==> src/lcwt_pkg.sv <==
// Shared constants for the load cell weigh and tare readout.
package lcwt_pkg;

    localparam int WEIGH_SAMPLES = 3;
    localparam int TARE_SAMPLES  = 50;
    localparam int DATA_BITS     = 24;

    localparam int SUM_W   = 31;
    localparam int CNT_W   = 8;
    localparam int BIT_W   = 5;
    localparam int TOUT_W  = 10;
    localparam int SCALE_W = 24;
    localparam int WEIGHT_W = 32;

    localparam int CNT_MAX = (TARE_SAMPLES > WEIGH_SAMPLES) ? TARE_SAMPLES : WEIGH_SAMPLES;

    // floor(x / n) == (x * DIV_MUL) >> DIV_SHIFT for any 31-bit x
    localparam int DIV_SHIFT_W = SUM_W + $clog2(WEIGH_SAMPLES);
    localparam int DIV_SHIFT_T = SUM_W + $clog2(TARE_SAMPLES);
    localparam logic [31:0] DIV_MUL_W =
        32'(((64'd1 << DIV_SHIFT_W) + 64'(WEIGH_SAMPLES) - 64'd1) / 64'(WEIGH_SAMPLES));
    localparam logic [31:0] DIV_MUL_T =
        32'(((64'd1 << DIV_SHIFT_T) + 64'(TARE_SAMPLES) - 64'd1) / 64'(TARE_SAMPLES));

    localparam logic [1:0] CMD_TICK  = 2'd0;
    localparam logic [1:0] CMD_WEIGH = 2'd1;
    localparam logic [1:0] CMD_TARE  = 2'd2;

    localparam logic CFG_SCALE   = 1'b0;
    localparam logic CFG_TIMEOUT = 1'b1;

    localparam logic [SCALE_W-1:0]   SCALE_RESET   = 24'd56719;
    localparam logic [TOUT_W-1:0]    TIMEOUT_RESET = 10'd200;
    localparam logic [DATA_BITS-1:0] TARE_RESET    = 24'd8467416;
    localparam logic [DATA_BITS-1:0] SIGN_FLIP     = 24'h800000;

    localparam logic [WEIGHT_W-1:0] WEIGHT_MAX     = 32'h7FFF_FFFF;
    localparam logic [WEIGHT_W-1:0] WEIGHT_MIN_MAG = 32'h8000_0000;

endpackage

==> src/load_cell_weigh_and_tare_top.sv <==
// Load cell bridge converter readout with weigh and tare runs.
//
// Usage: one input word per serial clock half period (s_cmd, s_dout_level,
// s_ms_strobe) on a valid/ready channel; one result word per input word on
// the m_ channel. s_cmd weigh or tare starts a run when idle; m_sck_level is
// the level to drive on the converter clock for that half period.
// The config port (cfg_we, cfg_index, cfg_data) sets the Q8.16 scale and the
// data-ready timeout in ms; write it only while no run is active.
// Throughput: one word per cycle unless the receiver stalls; the readout
// sequencer updates at accept, the average (reciprocal multiply), tare subtract,
// scale multiply and saturation follow in a 4-stage pipeline behind it.
// When the receiver stalls, results hold and words keep being accepted until
// the pipeline is full, then s_ready drops; nothing is lost.
// Reset (aresetn low, synchronous) empties the pipeline, returns to idle,
// restores default config, weight 0 and the default tare.
module load_cell_weigh_and_tare_top (
    input  logic        aclk,
    input  logic        aresetn,
    input  logic        cfg_we,
    input  logic        cfg_index,
    input  logic [23:0] cfg_data,
    input  logic        s_valid,
    output logic        s_ready,
    input  logic [1:0]  s_cmd,
    input  logic        s_dout_level,
    input  logic        s_ms_strobe,
    output logic        m_valid,
    input  logic        m_ready,
    output logic        m_sck_level,
    output logic        m_busy_res,
    output logic        m_done_res,
    output logic signed [31:0] m_weight_mg,
    output logic        m_timeout_seen,
    output logic [23:0] m_tare_value
);

    typedef enum logic [2:0] {
        PH_IDLE, PH_WAIT, PH_HI, PH_LO, PH_XHI, PH_XLO
    } phase_t;

    typedef struct packed {
        logic sck;
        logic busy;
        logic done;
        logic tout;
        logic fin_weigh;
        logic fin_tare;
    } flags_t;

    localparam int DW = lcwt_pkg::DATA_BITS;

    // config
    logic [lcwt_pkg::SCALE_W-1:0] scale_reg;
    logic [lcwt_pkg::TOUT_W-1:0]  timeout_reg;

    // sequencer state
    phase_t                       phase_reg, phase_next;
    logic [lcwt_pkg::BIT_W-1:0]   bit_cnt_reg, bit_cnt_next;
    logic [DW-1:0]                sample_reg, sample_next;
    logic [lcwt_pkg::CNT_W-1:0]   rd_cnt_reg, rd_cnt_next;
    logic [lcwt_pkg::SUM_W-1:0]   sum_reg, sum_next;
    logic [lcwt_pkg::TOUT_W-1:0]  wait_cnt_reg, wait_cnt_next;
    logic                         run_tare_reg, run_tare_next;
    logic                         tout_reg, tout_next;

    // pipeline
    logic v1_reg, v2_reg, v3_reg, v4_reg, vo_reg;
    logic en1, en2, en3, en4, en_o, acc;
    flags_t f1_reg, f2_reg, f3_reg, f4_reg, fo_reg;
    flags_t f0;
    logic [lcwt_pkg::SUM_W-1:0]   sum1_reg;
    logic [62:0]                  prod2_reg;
    logic [DW-1:0]                mag3_reg, tare3_reg, tare4_reg, tareo_reg;
    logic                         neg3_reg, neg4_reg;
    logic [47:0]                  prod4_reg;
    logic [DW-1:0]                tare_store_reg;
    logic [lcwt_pkg::WEIGHT_W-1:0] weight_reg;

    // sequencer combinational
    logic                         rd_done;
    logic [DW-1:0]                raw;
    logic [lcwt_pkg::SUM_W-1:0]   sum_add;
    logic [lcwt_pkg::CNT_W-1:0]   cnt_inc, n_sel;

    // datapath combinational
    logic [31:0]                  mul_c;
    logic [DW-1:0]                avg;
    logic [DW:0]                  diff;
    logic [31:0]                  q, w_sat;

    assign en_o    = !vo_reg || m_ready;
    assign en4     = !v4_reg || en_o;
    assign en3     = !v3_reg || en4;
    assign en2     = !v2_reg || en3;
    assign en1     = !v1_reg || en2;
    assign s_ready = en1;
    assign acc     = s_valid && en1;

    always_comb begin
        phase_next    = phase_reg;
        bit_cnt_next  = bit_cnt_reg;
        sample_next   = sample_reg;
        rd_cnt_next   = rd_cnt_reg;
        sum_next      = sum_reg;
        wait_cnt_next = wait_cnt_reg;
        run_tare_next = run_tare_reg;
        tout_next     = tout_reg;
        rd_done       = 1'b0;
        raw           = '0;
        f0            = '0;
        case (phase_reg)
            PH_IDLE: begin
                if (s_cmd == lcwt_pkg::CMD_WEIGH || s_cmd == lcwt_pkg::CMD_TARE) begin
                    run_tare_next = (s_cmd == lcwt_pkg::CMD_TARE);
                    rd_cnt_next   = '0;
                    sum_next      = '0;
                    wait_cnt_next = '0;
                    tout_next     = 1'b0;
                    bit_cnt_next  = '0;
                    sample_next   = '0;
                    phase_next    = PH_WAIT;
                end
            end
            PH_WAIT: begin
                if (!s_dout_level) begin
                    bit_cnt_next = '0;
                    sample_next  = '0;
                    phase_next   = PH_HI;
                end else if (s_ms_strobe) begin
                    if (wait_cnt_reg >= timeout_reg) begin
                        tout_next = 1'b1;
                        rd_done   = 1'b1;
                    end else begin
                        wait_cnt_next = wait_cnt_reg + 1'b1;
                    end
                end
            end
            PH_HI: begin
                if (bit_cnt_reg != '0) begin
                    sample_next = {sample_reg[DW-2:0], s_dout_level};
                end
                f0.sck       = 1'b1;
                bit_cnt_next = bit_cnt_reg + 1'b1;
                phase_next   = PH_LO;
            end
            PH_LO: begin
                phase_next = (bit_cnt_reg >= lcwt_pkg::BIT_W'(DW)) ? PH_XHI : PH_HI;
            end
            PH_XHI: begin
                sample_next = {sample_reg[DW-2:0], s_dout_level};
                f0.sck      = 1'b1;
                phase_next  = PH_XLO;
            end
            PH_XLO: begin
                rd_done = 1'b1;
                raw     = sample_reg ^ lcwt_pkg::SIGN_FLIP;
            end
            default: begin
                phase_next = PH_IDLE;
            end
        endcase

        n_sel   = run_tare_reg ? lcwt_pkg::CNT_W'(lcwt_pkg::TARE_SAMPLES)
                               : lcwt_pkg::CNT_W'(lcwt_pkg::WEIGH_SAMPLES);
        sum_add = sum_reg + lcwt_pkg::SUM_W'(raw);
        cnt_inc = rd_cnt_reg + 1'b1;
        if (rd_done) begin
            sum_next      = sum_add;
            rd_cnt_next   = cnt_inc;
            bit_cnt_next  = '0;
            sample_next   = '0;
            wait_cnt_next = '0;
            if (cnt_inc >= n_sel) begin
                phase_next   = PH_IDLE;
                f0.done      = 1'b1;
                f0.fin_weigh = !run_tare_reg;
                f0.fin_tare  = run_tare_reg;
            end else begin
                phase_next = PH_WAIT;
            end
        end
        f0.busy = (phase_next != PH_IDLE);
        f0.tout = tout_next;
    end

    // datapath stages
    assign mul_c = f1_reg.fin_tare ? lcwt_pkg::DIV_MUL_T : lcwt_pkg::DIV_MUL_W;
    assign avg   = f2_reg.fin_tare ? DW'(prod2_reg >> lcwt_pkg::DIV_SHIFT_T)
                                   : DW'(prod2_reg >> lcwt_pkg::DIV_SHIFT_W);
    assign diff  = {1'b0, avg} - {1'b0, tare_store_reg};
    assign q     = prod4_reg[47:16];

    always_comb begin
        if (neg4_reg) begin
            w_sat = 32'd0 - ((q > lcwt_pkg::WEIGHT_MIN_MAG) ? lcwt_pkg::WEIGHT_MIN_MAG : q);
        end else begin
            w_sat = (q > lcwt_pkg::WEIGHT_MAX) ? lcwt_pkg::WEIGHT_MAX : q;
        end
    end

    always_ff @(posedge aclk) begin
        if (!aresetn) begin
            scale_reg      <= lcwt_pkg::SCALE_RESET;
            timeout_reg    <= lcwt_pkg::TIMEOUT_RESET;
            phase_reg      <= PH_IDLE;
            bit_cnt_reg    <= '0;
            sample_reg     <= '0;
            rd_cnt_reg     <= '0;
            sum_reg        <= '0;
            wait_cnt_reg   <= '0;
            run_tare_reg   <= 1'b0;
            tout_reg       <= 1'b0;
            v1_reg         <= 1'b0;
            v2_reg         <= 1'b0;
            v3_reg         <= 1'b0;
            v4_reg         <= 1'b0;
            vo_reg         <= 1'b0;
            tare_store_reg <= lcwt_pkg::TARE_RESET;
            weight_reg     <= '0;
        end else begin
            if (cfg_we) begin
                case (cfg_index)
                    lcwt_pkg::CFG_SCALE:   scale_reg   <= cfg_data;
                    lcwt_pkg::CFG_TIMEOUT: timeout_reg <= cfg_data[lcwt_pkg::TOUT_W-1:0];
                    default: ;
                endcase
            end
            if (acc) begin
                phase_reg    <= phase_next;
                bit_cnt_reg  <= bit_cnt_next;
                sample_reg   <= sample_next;
                rd_cnt_reg   <= rd_cnt_next;
                sum_reg      <= sum_next;
                wait_cnt_reg <= wait_cnt_next;
                run_tare_reg <= run_tare_next;
                tout_reg     <= tout_next;
            end
            if (en1) v1_reg <= s_valid;
            if (en2) v2_reg <= v1_reg;
            if (en3) v3_reg <= v2_reg;
            if (en4) v4_reg <= v3_reg;
            if (en_o) vo_reg <= v4_reg;
            if (en3 && v2_reg && f2_reg.fin_tare) begin
                tare_store_reg <= avg;
            end
            if (en_o && v4_reg && f4_reg.fin_weigh) begin
                weight_reg <= w_sat;
            end
        end
    end

    // payload, no reset
    always_ff @(posedge aclk) begin
        if (en1) begin
            f1_reg   <= f0;
            sum1_reg <= sum_next;
        end
        if (en2) begin
            f2_reg    <= f1_reg;
            prod2_reg <= 63'(sum1_reg) * 63'(mul_c);
        end
        if (en3) begin
            f3_reg    <= f2_reg;
            neg3_reg  <= diff[DW];
            mag3_reg  <= diff[DW] ? DW'(-diff) : diff[DW-1:0];
            tare3_reg <= f2_reg.fin_tare ? avg : tare_store_reg;
        end
        if (en4) begin
            f4_reg    <= f3_reg;
            neg4_reg  <= neg3_reg;
            prod4_reg <= 48'(mag3_reg) * 48'(scale_reg);
            tare4_reg <= tare3_reg;
        end
        if (en_o) begin
            fo_reg    <= f4_reg;
            tareo_reg <= tare4_reg;
        end
    end

    assign m_valid        = vo_reg;
    assign m_sck_level    = fo_reg.sck;
    assign m_busy_res     = fo_reg.busy;
    assign m_done_res     = fo_reg.done;
    assign m_timeout_seen = fo_reg.tout;
    assign m_tare_value   = tareo_reg;
    assign m_weight_mg    = weight_reg;

    a_done_not_busy: assert property (@(posedge aclk) disable iff (!aresetn)
        m_valid && m_done_res |-> !m_busy_res)
        else $error("done result reports busy");

    a_bit_cnt_range: assert property (@(posedge aclk) disable iff (!aresetn)
        bit_cnt_reg <= lcwt_pkg::BIT_W'(DW))
        else $error("bit count past data width");

    a_rd_cnt_range: assert property (@(posedge aclk) disable iff (!aresetn)
        rd_cnt_reg <= lcwt_pkg::CNT_W'(lcwt_pkg::CNT_MAX))
        else $error("reading count past sample count");

    a_xhi_to_xlo: assert property (@(posedge aclk) disable iff (!aresetn)
        acc && phase_reg == PH_XHI |=> phase_reg == PH_XLO)
        else $error("extra pulse not followed by completion");

    a_fin_one_kind: assert property (@(posedge aclk) disable iff (!aresetn)
        v4_reg |-> !(f4_reg.fin_weigh && f4_reg.fin_tare))
        else $error("run finished as weigh and tare");

endmodule

==> config.mk <==
export PLATFORM = sky130hd
export DESIGN_NAME = load_cell_weigh_and_tare_top
export DESIGN_NICKNAME = d
export VERILOG_FILES = /design/src/lcwt_pkg.sv /design/src/load_cell_weigh_and_tare_top.sv
export SDC_FILE = /design/constraint.sdc
export NUM_CORES = 2
export LEC_CHECK = 0
export ABC_AREA = 1
export BUFFER_PORTS_ARGS = -buffer_cell sky130_fd_sc_hd__buf_2
export CAP_MARGIN = 20
export CORE_ASPECT_RATIO = 1.5
export CORE_UTILIZATION = 55
export CTS_BUF_LIST = sky130_fd_sc_hd__clkbuf_8
export CTS_CLUSTER_DIAMETER = 50
export DETAILED_ROUTE_END_ITERATION = 6
export GPL_ROUTABILITY_DRIVEN = 0
export PLACE_DENSITY = 0.71
export REMOVE_ABC_BUFFERS = 1
export SETUP_SLACK_MARGIN = 0.1
export SKIP_LAST_GASP = 1
export SLEW_MARGIN = 10
export SYNTH_ARGS = -nofsm -noshare
export SYNTH_HDL_FRONTEND = slang
export SYNTH_SLANG_ARGS = --single-unit
==> constraint.sdc <==
create_clock -name aclk -period 9.8 [get_ports aclk]
set_input_delay 0.49 -clock aclk [delete_from_list [all_inputs] [get_ports aclk]]
set_output_delay 0.49 -clock aclk [all_outputs]
set_load 0.02 [all_outputs]
## After elaboration in Yosys (flattened, before gate mapping)

Index checks and enable logic that the tools add are counted.

| word-level totals | value |
|---|---|
| flip-flop bits (word level) | 442 |
| input bits | 34 |
| output and inout port bits | 62 |
| logic and storage cells | 162 |

| cells by class | value |
|---|---|
| eq/ne operators | 13 |
| order comparisons | 5 |
| reductions and logical operators | 34 |
| bitwise operators | 2 |
| muxes and demuxes | 47 |
| $mul | 2 |
| add/sub/neg operators | 7 |

Operator list:

| operator | count |
|---|---|
| 24-bit two-way mux | 8 |
| 32-bit two-way mux | 3 |
| 24-bit case mux with 4 select lines | 1 |
| 31-bit two-way mux | 3 |
| 31-bit by 32-bit multiplier with 61-bit output | 1 |
| 10-bit two-way mux | 5 |
| 24-bit by 24-bit multiplier with 48-bit output | 1 |
| 32-bit by 31-bit > comparator with 1-bit output, second input constant | 1 |
| 32-bit > comparator, second input constant | 1 |
| 1-bit by 32-bit subtractor with 32-bit output, first input constant | 1 |
| 31-bit by 24-bit adder with 31-bit output | 1 |
| 28-bit two-way mux | 1 |
| 24-bit by 24-bit subtractor with 25-bit output | 1 |
| 8-bit two-way mux | 3 |
| 24-bit negation | 1 |
| 10-bit case mux with 2 select lines | 1 |
| 3-bit != test, second input constant | 6 |
| 3-bit case mux with 6 select lines | 1 |
| 5-bit two-way mux | 3 |
| 5-bit case mux with 3 select lines | 1 |
| 3-bit two-way mux | 4 |
| 10-bit by 1-bit adder with 10-bit output, second input constant | 1 |
| 10-bit >= comparator | 1 |
| 1-bit two-way mux | 10 |
| 26 further kinds | 50 |

## Longest topological paths before layout

| logic depth | value |
|---|---|
| depth after elaboration | 8 |
| gate-level depth with buffers | 35 |
| mapped depth without buffers | 32 |

## Worst setup path before layout

OpenSTA, ideal clock, no wires.

| path | value |
|---|---|
| path kind | flip-flop to flip-flop |
| start point | register f1_reg[0] in the netlist's numbering |
| end point | register prod2_reg[51], data pin |
| slack | 2.870 ns |
| arrival time | 6.669 ns |
| period minus slack after synthesis | 6.930 ns |
| library setup time | 0.261 ns |
| data required time | 9.539 ns |
| stages on the path, launching flop included | 27 |
| buffers on the path | 3 |
| path through | edfxtp_1 buf_2 clkbuf_1 buf_1 nand2_1 inv_1 fa_1 fa_1 inv_1 fa_1 fa_1 inv_1 fa_1 fa_1 fa_1 inv_1 fa_1 inv_1 ha_1 a21o_1 a21oi_1 inv_1 a21oi_1 o21ai_0 a211oi_1 nand2_1 xor2_1 |

| on the way | value |
|---|---|
| longest elaborated chain between the ends | 2 |

Ends and longest elaborated chain:

| item | line | RTL |
|---|---|---|
| from (decl) | load_cell_weigh_and_tare_top.sv:69 | `flags_t f1_reg, f2_reg, f3_reg, f4_reg, fo_reg;` |
| from (signal assigned) | load_cell_weigh_and_tare_top.sv:255 | `f1_reg <= f0;` |
| 28-bit two-way mux | load_cell_weigh_and_tare_top.sv:187 | `assign mul_c = f1_reg.fin_tare ? lcwt_pkg::DIV_MUL_T : lcwt_pkg::DIV_MUL_W;` |
| 31-bit by 32-bit multiplier with 61-bit output | load_cell_weigh_and_tare_top.sv:260 | `prod2_reg <= 63'(sum1_reg) * 63'(mul_c);` |
| to (signal assigned) | load_cell_weigh_and_tare_top.sv:260 |  |
| to (decl) | load_cell_weigh_and_tare_top.sv:72 | `logic [62:0] prod2_reg;` |

No other way between the ends.
A chain may end at the register's enable or synchronous reset.

## Worst setup path after layout

| path | value |
|---|---|
| start point | register f1_reg[0] in the netlist's numbering |
| end point | register prod2_reg[47], data pin |

Same word-level chain as after synthesis.

==> impl_metrics.py <==
metrics = {
    "status": {
        "outcome": "complete, no violations",
    },
    "timing": {
        "relSlewSlack_pct": 30.35,
        "setup_viol": 0,
        "tns_ns": 0,
        "rsz0062_at_grt": "false",
        "tightest_slew_ns": 1.045,
        "clock_skew_ns": 0.03418,
        "period_minus_slack_ns": 7.720,
        "hold_violations": 0,
        "fmax_ghz": 0.1295,
        "drv_slew": 0,
        "post-route-period-util_pct": 78.77,
    },
    "routing": {
        "drt-wirelength-per-cell_um": 19.88,
        "drc_errors": 0,
        "viasPerCell": 5.500,
        "drtPass1Iterations": 6,
        "antenna_left": 0,
        "drt-initial-drc-count": 3443,
        "routed_wirelength_mm": 174.5,
        "vias": 48282,
        "dr_wl_met3_mm": 9.610,
        "wl_met2_mm": 90.57,
        "wl_met1_mm": 57.80,
        "highest_layer": "met5",
    },
    "clock_tree": {
        "cts-resized-gates": 0,
        "cts-hold-fix-buffers": 17,
        "clkSlewWorstSetupHoldPaths_ns": 0.07,
        "cts_tree": "built",
        "clock_latency_ns": 0.73,
        "numCtsBuffers": 68,
        "cts_setup_buffers": 0,
        "cts.sinks": 393,
        "cts_max_level": 3,
        "clock_path_buffers": 3,
        "cts-root-buf": "clkbuf_8",
    },
    "global_route": {
        "grt_pass1_vias": 50417,
        "grt_overflow_total": 0,
        "grt_max_degree": 73,
        "antenna_found_initial": 2,
        "grt_pass1_wl_mm": 269.9,
        "track_usage_pct": 32.18,
    },
    "floorplan": {
        "core-area_um2": 107400,
        "fp-row-count": 147,
        "die_w_um": 271.3,
        "die-area_um2": 110100,
        "die_height_um": 405.9,
        "initial_core_util_pct": 55.69,
        "ioPinCount": 96,
    },
    "finish": {
        "syn_to_final_growth_pct": 5.786,
        "drive_gt1_share_pct": 4.170,
        "nNetsFinal": 8912,
    },
    "yosys": {
        "yosysWarnings": 0,
        "synth_largest_area_cell": "fa_1",
        "syn_inst": 7286,
        "synth_common_cells": "inv_1, nand2_1, fa_1",
        "yosys_register_bits": 393,
        "avgSynthCellArea_um2": 8.210,
        "post-synth-top-count-cell": "inv_1",
        "synth_top_area_share_pct": 32.70,
        "ys_top_cells_by_area": "fa_1, ha_1, inv_1, edfxtp_1, nand2_1",
        "synthArstFlopShare_pct": 0,
        "synth_ff_type": "edfxtp_1",
        "seq_area_frac_synth_pct": 16.75,
        "syn_area_um2": 59820,
        "yosysUniqueCellTypes": 53,
        "synth_edf_count": 215,
    },
    "placement": {
        "dpl.hpwl_mm": 143.2,
        "portBuffers": 95,
    },
    "critical_path": {
        "cpMostUsedCell": "fa_1",
        "slowest_stage": "nor2_1",
        "crit_path_max_incr_delay_ns": 0.67,
        "critPathMaxFanout": 72,
        "cp_data_required_time_ns": 10.27,
        "crit_arrival_ns": 8.19,
        "crit_type": "register to register",
        "crit_chain": "buf_4 > nor2_1 > inv_1 > fa_1 > fa_1 > fa_1 > fa_1 > inv_1 > fa_1 > fa_1 > fa_1 > fa_1 > ha_1 > a21oi_1 > o21ai_0 > a21oi_1 > o21ai_0 > a221oi_1 > nand2_1 > nand2_1 > nand2_1",
        "end_kind": "register",
        "crit_start": "f1_reg[0]",
        "reg2reg_from": "f1_reg[0]",
        "startpoint_type": "register",
    },
    "run": {
        "drv_cap": 0,
    },
    "min_path": {
        "hold_path_class": "input pin to register",
        "hold_start": "cfg_data[0]",
    },
}
-- final timing paths --
kind              depth (start not counted)  slack (ns)            end
setup reg to reg                         21        2.08  prod2_reg[47]
setup / recovery                         21        2.08  prod2_reg[47]
hold / removal                            3        0.05   scale_reg[0]
hold reg to reg                           0        0.41      f2_reg[3]
-- per-stage QoR --
step           hold slack [ns]  cell area, um^2  std cells  worst slack (ns)  utilization [%]
2_1_floorplan           0.4003            58870       7056             2.403                -
3_3_place_gp            0.4006            61600       8629             2.274            57.35
3_5_place_dp            0.4045            61600       8629             2.231            57.35
4_1_cts               0.002564            63180       8771             2.170            58.82
5_1_grt                0.02710            63280       8778             1.719            58.91
6_report               0.04622            63280       8778             2.080            58.91
-- cell usage in the layout (no fill, tap or decap), types with 178 or more instances in the layout --
cell type  instances
a21oi_1          316
fa_1             977
o21ai_0          285
inv_1           1845
dfxtp_1          178
nand3_1          204
nor2_1           499
ha_1             594
nand2_1         1485
edfxtp_1         215
-- routing by layer --
metal,track usage [%],vias up
met4,26.55,2
met1,32.57,23304
met5,0,-
met3,4.166,813
li1,-,22145
met2,58.78,2018
-- layout make-up --
cell class | count | area (um^2)
Sequential cell | 393 | 10020
Antenna cell | 1 | 2.502
Timing Repair Buffer | 181 | 1212
Multi-Input combinational cell | 4831 | 41980
Fill cell | 9708 | 44140
Tap cell | 1415 | 1770
Inverter | 1832 | 6877
Clock buffer | 76 | 1046
Clock inverter | 49 | 370.4
-- worst max-delay path, delay by kind of cell, from the launching register on --
family / cells / cell delay [ns]
buffers and inverters: 3 / 0.55
flip-flops: 1 / 0.36
AO/OA/AOI/OAI: 5 / 1.22
AND/OR/NAND/NOR: 4 / 0.89
adder cells (fa/ha/maj): 9 / 4.40
-- logic make-up after synthesis --
group / Yosys count / synth area share, %
buffers and inverters: 2070 / 13.13
AND/OR/NAND/NOR: 2321 / 15.62
AO/OA/AOI/OAI: 814 / 7.681
flip-flops: 393 / 16.75
other: 2 / 0.01256
adder cells (fa/ha/maj): 1571 / 45.12
XOR/XNOR: 115 / 1.684
Power is not shown: default switching activity piles up to over one toggle a cycle in this logic, so the estimate is an artifact.
